$ cat src/rtl/core/nafmt_pkg.sv
// package for the number to ascii formatter: op codes, states, helper functions
package nafmt_pkg;

  localparam int DecimalDigitsDefault = 5;

  typedef enum logic [2:0] {
    OpDecimal = 3'd0,
    OpHexByte = 3'd1,
    OpHexWord = 3'd2,
    OpBinByte = 3'd3,
    OpCrLf    = 3'd4
  } op_e;

  typedef enum logic [1:0] {
    StIdle,
    StConv,
    StEmit
  } state_e;

  localparam logic [7:0] ChZero = 8'd48;
  localparam logic [7:0] ChOne  = 8'd49;
  localparam logic [7:0] ChCr   = 8'd13;
  localparam logic [7:0] ChLf   = 8'd10;

  function automatic logic [7:0] hex_char(input logic [3:0] nib);
    logic [7:0] r;
    if (nib < 4'd10) begin
      r = {4'b0000, nib} + 8'd48;
    end else begin
      r = {4'b0000, nib} + 8'd55;
    end
    return r;
  endfunction

  // largest value of the given number of decimal digits, clipped to 16 bits
  function automatic logic [15:0] dec_limit(input int digits);
    int p;
    p = 1;
    for (int i = 0; i < 5; i++) begin
      if (i < digits) begin
        p = p * 10;
      end
    end
    if (digits >= 5) begin
      return 16'hFFFF;
    end
    return 16'(p - 1);
  endfunction

endpackage

$ cat src/rtl/core/number_to_ascii_formatter.sv
// number to ascii formatter: one request in, a run of ascii characters out
//
//  channel | direction | handshake             | payload
//  in      | input     | in_valid_i/in_stall_o | operation_i, value_i
//  out     | output    | out_valid_o/out_stall_i | character_o, last_o
//
// one request at a time; in_stall_o is low only while idle
// decimal: bit-serial shift-add-3 conversion of 16 bits, then one digit position
//   (DECIMAL_DIGITS) per cycle unless stalled; leading zero positions emit nothing
// hex and binary: one character per unstalled cycle from a 16-bit shift register
// a stalled output register holds the next step; reset clears control state only
module number_to_ascii_formatter #(
  parameter int DECIMAL_DIGITS = nafmt_pkg::DecimalDigitsDefault
) (
  input  logic        clk_i,
  input  logic        rst_ni,
  input  logic        in_valid_i,
  output logic        in_stall_o,
  input  logic [2:0]  operation_i,
  input  logic [15:0] value_i,
  output logic        out_valid_o,
  input  logic        out_stall_i,
  output logic [7:0]  character_o,
  output logic        last_o
);

  localparam int BcdW = 4 * DECIMAL_DIGITS;
  localparam int CntMax = (DECIMAL_DIGITS > 16) ? DECIMAL_DIGITS : 16;
  localparam int CntW = $clog2(CntMax + 1);
  localparam logic [15:0] DecLimit = nafmt_pkg::dec_limit(DECIMAL_DIGITS);

  nafmt_pkg::state_e state_q, state_d;
  nafmt_pkg::op_e    op_q, op_d;
  logic [CntW-1:0]   cnt_q, cnt_d;
  logic [15:0]       val_q, val_d;
  logic [BcdW-1:0]   bcd_q, bcd_d;
  logic              started_q, started_d;
  logic              ovalid_q, ovalid_d;
  logic [7:0]        ochar_q, ochar_d;
  logic              olast_q, olast_d;

  logic              accept;
  logic              adv;
  logic              cnt_one;
  logic [3:0]        top_dig;
  logic [BcdW-1:0]   bcd_adj;

  assign in_stall_o  = (state_q != nafmt_pkg::StIdle);
  assign accept      = in_valid_i && !in_stall_o;
  assign adv         = (state_q == nafmt_pkg::StEmit) && (!ovalid_q || !out_stall_i);
  assign cnt_one     = (cnt_q == CntW'(1));
  assign top_dig     = bcd_q[BcdW-1 -: 4];
  assign out_valid_o = ovalid_q;
  assign character_o = ochar_q;
  assign last_o      = olast_q;

  // add three to every digit of five or more
  always_comb begin
    for (int i = 0; i < DECIMAL_DIGITS; i++) begin
      if (bcd_q[4*i +: 4] >= 4'd5) begin
        bcd_adj[4*i +: 4] = bcd_q[4*i +: 4] + 4'd3;
      end else begin
        bcd_adj[4*i +: 4] = bcd_q[4*i +: 4];
      end
    end
  end

  always_comb begin
    state_d   = state_q;
    op_d      = op_q;
    cnt_d     = cnt_q;
    val_d     = val_q;
    bcd_d     = bcd_q;
    started_d = started_q;
    ovalid_d  = ovalid_q;
    ochar_d   = ochar_q;
    olast_d   = olast_q;

    if (ovalid_q && !out_stall_i) begin
      ovalid_d = 1'b0;
    end

    unique case (state_q)
      nafmt_pkg::StIdle: begin
        if (accept) begin
          started_d = 1'b0;
          bcd_d     = '0;
          unique case (operation_i)
            nafmt_pkg::OpDecimal: begin
              op_d    = nafmt_pkg::OpDecimal;
              val_d   = (value_i > DecLimit) ? DecLimit : value_i;
              cnt_d   = CntW'(16);
              state_d = nafmt_pkg::StConv;
            end
            nafmt_pkg::OpHexByte: begin
              op_d    = nafmt_pkg::OpHexByte;
              val_d   = {value_i[7:0], 8'h00};
              cnt_d   = CntW'(2);
              state_d = nafmt_pkg::StEmit;
            end
            nafmt_pkg::OpHexWord: begin
              op_d    = nafmt_pkg::OpHexWord;
              val_d   = value_i;
              cnt_d   = CntW'(4);
              state_d = nafmt_pkg::StEmit;
            end
            nafmt_pkg::OpBinByte: begin
              op_d    = nafmt_pkg::OpBinByte;
              val_d   = {value_i[7:0], 8'h00};
              cnt_d   = CntW'(8);
              state_d = nafmt_pkg::StEmit;
            end
            nafmt_pkg::OpCrLf: begin
              op_d    = nafmt_pkg::OpCrLf;
              cnt_d   = CntW'(2);
              state_d = nafmt_pkg::StEmit;
            end
            default: begin
              state_d = nafmt_pkg::StIdle;
            end
          endcase
        end
      end
      nafmt_pkg::StConv: begin
        bcd_d = {bcd_adj[BcdW-2:0], val_q[15]};
        val_d = {val_q[14:0], 1'b0};
        cnt_d = cnt_q - CntW'(1);
        if (cnt_one) begin
          cnt_d   = CntW'(DECIMAL_DIGITS);
          state_d = nafmt_pkg::StEmit;
        end
      end
      nafmt_pkg::StEmit: begin
        if (adv) begin
          cnt_d = cnt_q - CntW'(1);
          unique case (op_q)
            nafmt_pkg::OpDecimal: begin
              bcd_d = bcd_q << 4;
              if (top_dig != 4'd0 || started_q || cnt_one) begin
                started_d = 1'b1;
                ovalid_d  = 1'b1;
                ochar_d   = nafmt_pkg::ChZero + {4'b0000, top_dig};
                olast_d   = cnt_one;
              end
            end
            nafmt_pkg::OpHexByte, nafmt_pkg::OpHexWord: begin
              val_d    = {val_q[11:0], 4'h0};
              ovalid_d = 1'b1;
              ochar_d  = nafmt_pkg::hex_char(val_q[15:12]);
              olast_d  = cnt_one;
            end
            nafmt_pkg::OpBinByte: begin
              val_d    = {val_q[14:0], 1'b0};
              ovalid_d = 1'b1;
              ochar_d  = val_q[15] ? nafmt_pkg::ChOne : nafmt_pkg::ChZero;
              olast_d  = cnt_one;
            end
            nafmt_pkg::OpCrLf: begin
              ovalid_d = 1'b1;
              ochar_d  = cnt_one ? nafmt_pkg::ChLf : nafmt_pkg::ChCr;
              olast_d  = cnt_one;
            end
            default: begin
              ovalid_d = ovalid_q;
            end
          endcase
          if (cnt_one) begin
            state_d = nafmt_pkg::StIdle;
          end
        end
      end
      default: begin
        state_d = nafmt_pkg::StIdle;
      end
    endcase
  end

  always_ff @(posedge clk_i or negedge rst_ni) begin
    if (!rst_ni) begin
      state_q   <= nafmt_pkg::StIdle;
      ovalid_q  <= 1'b0;
      cnt_q     <= '0;
      started_q <= 1'b0;
    end else begin
      state_q   <= state_d;
      ovalid_q  <= ovalid_d;
      cnt_q     <= cnt_d;
      started_q <= started_d;
    end
  end

  always_ff @(posedge clk_i) begin
    op_q    <= op_d;
    val_q   <= val_d;
    bcd_q   <= bcd_d;
    ochar_q <= ochar_d;
    olast_q <= olast_d;
  end

  a_conv_to_emit: assert property (@(posedge clk_i) disable iff (!rst_ni)
    (state_q == nafmt_pkg::StConv && cnt_one) |=> (state_q == nafmt_pkg::StEmit))
    else $error("conversion did not hand over to emission");

  a_last_step_marks: assert property (@(posedge clk_i) disable iff (!rst_ni)
    (adv && cnt_one) |=> (out_valid_o && last_o && state_q == nafmt_pkg::StIdle))
    else $error("final step did not present a marked character");

  a_bad_op_dropped: assert property (@(posedge clk_i) disable iff (!rst_ni)
    (accept && operation_i != nafmt_pkg::OpDecimal && operation_i != nafmt_pkg::OpHexByte
     && operation_i != nafmt_pkg::OpHexWord && operation_i != nafmt_pkg::OpBinByte
     && operation_i != nafmt_pkg::OpCrLf) |=> (state_q == nafmt_pkg::StIdle))
    else $error("undefined operation started a run");

endmodule

$ cat config.mk
export PLATFORM = sky130hd
export DESIGN_NAME = number_to_ascii_formatter
export DESIGN_NICKNAME = d
export VERILOG_FILES = /design/src/rtl/core/nafmt_pkg.sv /design/src/rtl/core/number_to_ascii_formatter.sv
export SDC_FILE = /design/constraint.sdc
export NUM_CORES = 1
export LEC_CHECK = 0
export ABC_AREA = 1
export BUFFER_PORTS_ARGS = -buffer_cell sky130_fd_sc_hd__buf_2
export CAP_MARGIN = 10
export CORE_MARGIN = 1.5
export CORE_UTILIZATION = 45
export CTS_BUF_LIST = sky130_fd_sc_hd__clkbuf_8
export DETAILED_ROUTE_END_ITERATION = 8
export HOLD_SLACK_MARGIN = 0.06
export PLACE_DENSITY = 0.7
export RECOVER_POWER = 25
export SLEW_MARGIN = 20
export SYNTH_ARGS = -nofsm -noshare
export SYNTH_HDL_FRONTEND = slang
export SYNTH_SLANG_ARGS = --single-unit
$ cat constraint.sdc
create_clock -name clk_i -period 4.03 [get_ports clk_i]
set_input_delay 0.6045 -clock clk_i [delete_from_list [all_inputs] [get_ports clk_i]]
set_output_delay 0.6045 -clock clk_i [all_outputs]
set_load 0.02 [all_outputs]
==> impl_metrics.tcl <==
set metrics [dict create \
    outcome "complete, no violations" \
    cp_slowest_cell "nor3_1" \
    synth_top_family_by_area "simple AND/OR/NAND/NOR gates" \
    synth-compound-area-share_pct 13.8 \
    drc 0 \
    layout-drive-gt1-share_pct 10.9 \
    rsz0062_at_grt "false" \
    fillerInstances 772 \
    synth_mux_area_share_pct 0 \
    num_io_pins 34 \
    arrival_ns 2.38 \
    seq_power_share_pct 37.5 \
    dieArea_mm2 0.00861 \
    synth_top_area_share_pct 38.9 \
    crit_fanout 11 \
    p_per_area_mw_per_mm2 801 \
    cts_buffer_depth 2 \
    grt_pass1_vias 2701 \
    clk_pin_slew_ns 0.09 \
    synthAdderAreaFrac_pct 6.21 \
    fp.dieW_um 92.8 \
    swShare_pct 46.6 \
    min-delay-path-class "in -> async" \
    synth_cell_types 39 \
    hold_viol_final 0 \
    cp_slowest_stage_delay_ns 0.77 \
    start_kind "flop" \
    cts-resized-gates 0 \
    synthSimpleGateAreaFrac_pct 25.4 \
    setup_viol 0 \
    clkPwrFrac_pct 9.7 \
    num_vias 2946 \
    ir_drop_mv 0.284 \
    synthArstFlopShare_pct 16.1 \
    numCtsBuffers 5 \
    grt_max_degree 23 \
    yosysMostFrequentCell "nand2_1" \
    initial_core_util_pct 46.7 \
    drt_first_iter_violations 171 \
    total_power_mw 3.14 \
    clkSinkCount 56 \
    critical_path_class "reg -> reg" \
    postSynthCellCount 435 \
    synth_area_mm2 0.00363 \
    grt.overflow.total 0 \
    fin_nets 508 \
    synthXorXnorAreaFrac_pct 0.724 \
    die_h_um 92.8 \
    port_buffers 32 \
    dp_hpwl_um 5420 \
    core_area_mm2 0.00777 \
    yosysWarnings 0 \
    ys_seq_area_share_pct 45.1 \
    finClkSkew_ns 0.0128 \
    ys.flop_type "edfxtp_1" \
    combPwrFrac_pct 52.8 \
    tightest_slew_ns 0.885 \
    cts_root_buf "clkbuf_8" \
    gp_congestion 0.839 \
    fmax_ghz 0.410 \
    wl_um 7250 \
    synthTopCellsByCount "nand2_1 (102), inv_1 (60), edfxtp_1 (47)" \
    cap_viol_max_count 0 \
    grt_pass1_wl_um 12200 \
    track_usage_pct 17.6 \
    syn_nets 476 \
    synth-edff-count 47 \
    drv_slew 0 \
    wire_per_inst_um 12.7 \
    insertion_delay_ns 0.32 \
    tns_ns 0 \
    period_share_pct 60.6 \
    synth_seq_cells 56 \
    cts_tree "done" \
    grt_antenna_before_repair 0 \
    p_leak_nw 1.75 \
    synth_top_area_cell "edfxtp_1" \
    power.switching_mw 1.46 \
    worstSetupEndpointType "flop" \
    intPower_mw 1.68 \
    avgSynthCellArea_um2 8.34 \
    ant_nets 0 \
    htreeDepth 2 \
    synth_area_leaders "edfxtp_1 (39%), nand2_1 (11%), dfrtp_1 (6.2%), ha_1 (6.2%), inv_1 (6.2%)" \
    postCtsSetupBuffers 0 \
    insertedDiodeCount 0 \
    maxSlewHeadroom_pct 40.6 \
    area_delta_synth_final_pct 7.97 \
    path_cells "inv_1 -> ha_1 -> o21ai_0 -> nor3_1" \
    vias_per_cell 5.17 \
    ctsHoldBuffers 0 \
    firstDrtPassIters 4 \
    rows 32 \
    cp.required_ns 3.97 \
    fin_crit_ns 2.44 \
]
layer usage:
metal	part of all wire (%)	vias to the layer above	GRT usage, %
li1	-	1509	-
met1	49	1357	24.1
met2	46	74	28.2
met3	4.8	6	2.96
met4	0.87	0	6.31
met5	0	-	0
worst paths after layout:
check                            from  cells past startpoint              to  slack (ns)
max                        state_q[0]                      4  character_o[4]        1.59
max in group asynchronous      rst_ni                      1     out_valid_o        3.45
max reg2reg                state_q[0]                      4  character_o[4]        1.59
min                            rst_ni                      1        cnt_q[4]        0.23
min in group clk_i           cnt_q[1]                      2        cnt_q[1]        0.51
min reg2reg                  cnt_q[1]                      2        cnt_q[1]        0.51
worst max-delay path, delay by kind of cell, from the launching register on:
kind | cells | cell delay (ns)
AND/OR/NAND/NOR | 1 | 0.77
adder cells (fa/ha/maj) | 1 | 0.52
flip-flops | 1 | 0.43
AO/OA/AOI/OAI | 1 | 0.27
buffers and inverters | 1 | 0.09
state kept, by name (all words and copies together), names as in the netlist, 2 cells and up:
name / count
val_q: 16
cnt_q: 5
character_o: 7
state_q: 2
op_q: 3
bcd_q: 20
kinds of logic (layout without fill, tap and decap cells):
| logic type | after synthesis | after routing |
|---|---|---|
| buf+inv | 74 | 107 |
| simple gates | 198 | 198 |
| compound gates | 85 | 85 |
| xor+xnor | 3 | 3 |
| other cells | 1 | 1 |
| fa+ha+maj | 18 | 18 |
| flops | 56 | 56 |
metrics by stage:
stage	cell area [um2]	std cells	setup WS (ns)	hold slack [ns]	utilization [%]
floorplan	3630	435	1.66	0.309	-
global placement	3860	562	1.72	0.480	49.8
detailed placement	3860	562	1.65	0.480	49.8
CTS	3950	570	1.64	0.136	50.8
global route	3920	570	1.32	0.281	50.4
finish	3920	570	1.59	0.228	50.4
layout make-up:
type	instances	area, um2	area share, %
sequential	56	1640	41.8
multi-input combinational	305	1660	42.4
clock buffer	5	68.8	1.76
tap	102	128	3.26
clock inverter	3	15.0	0.383
timing repair buffer	33	154	3.93
inverter	66	253	6.45
power by group through the flow:
stage | clock network, mW | logic [mW] | registers [mW]
2_1_floorplan | 0 | 1.31 | 1.17
3_3_place_gp | 0 | 1.61 | 1.19
3_5_place_dp | 0 | 1.66 | 1.19
4_1_cts | 0.309 | 1.67 | 1.18
5_1_grt | 0.332 | 1.89 | 1.21
6_report | 0.304 | 1.66 | 1.18
cell usage in the layout (no fill, tap or decap), drive strengths merged, types with 2 or more instances in the layout:
| cell type | count |
|---|---|
| edfxtp | 47 |
| ha | 18 |
| buf | 22 |
| xor2 | 3 |
| clkinv | 2 |
| or2 | 2 |
| a21oi | 18 |
| nand2 | 112 |
| o22ai | 4 |
| dfrtp | 9 |
| o211ai | 7 |
| o2bb2ai | 3 |
| inv | 66 |
| nand3b | 4 |
| nor3 | 3 |
| o21a | 2 |
| nor2 | 39 |
| o21ai | 43 |
| o21bai | 4 |
| nand3 | 37 |
| clkbuf | 16 |
Power figures use the tool's default switching activity.
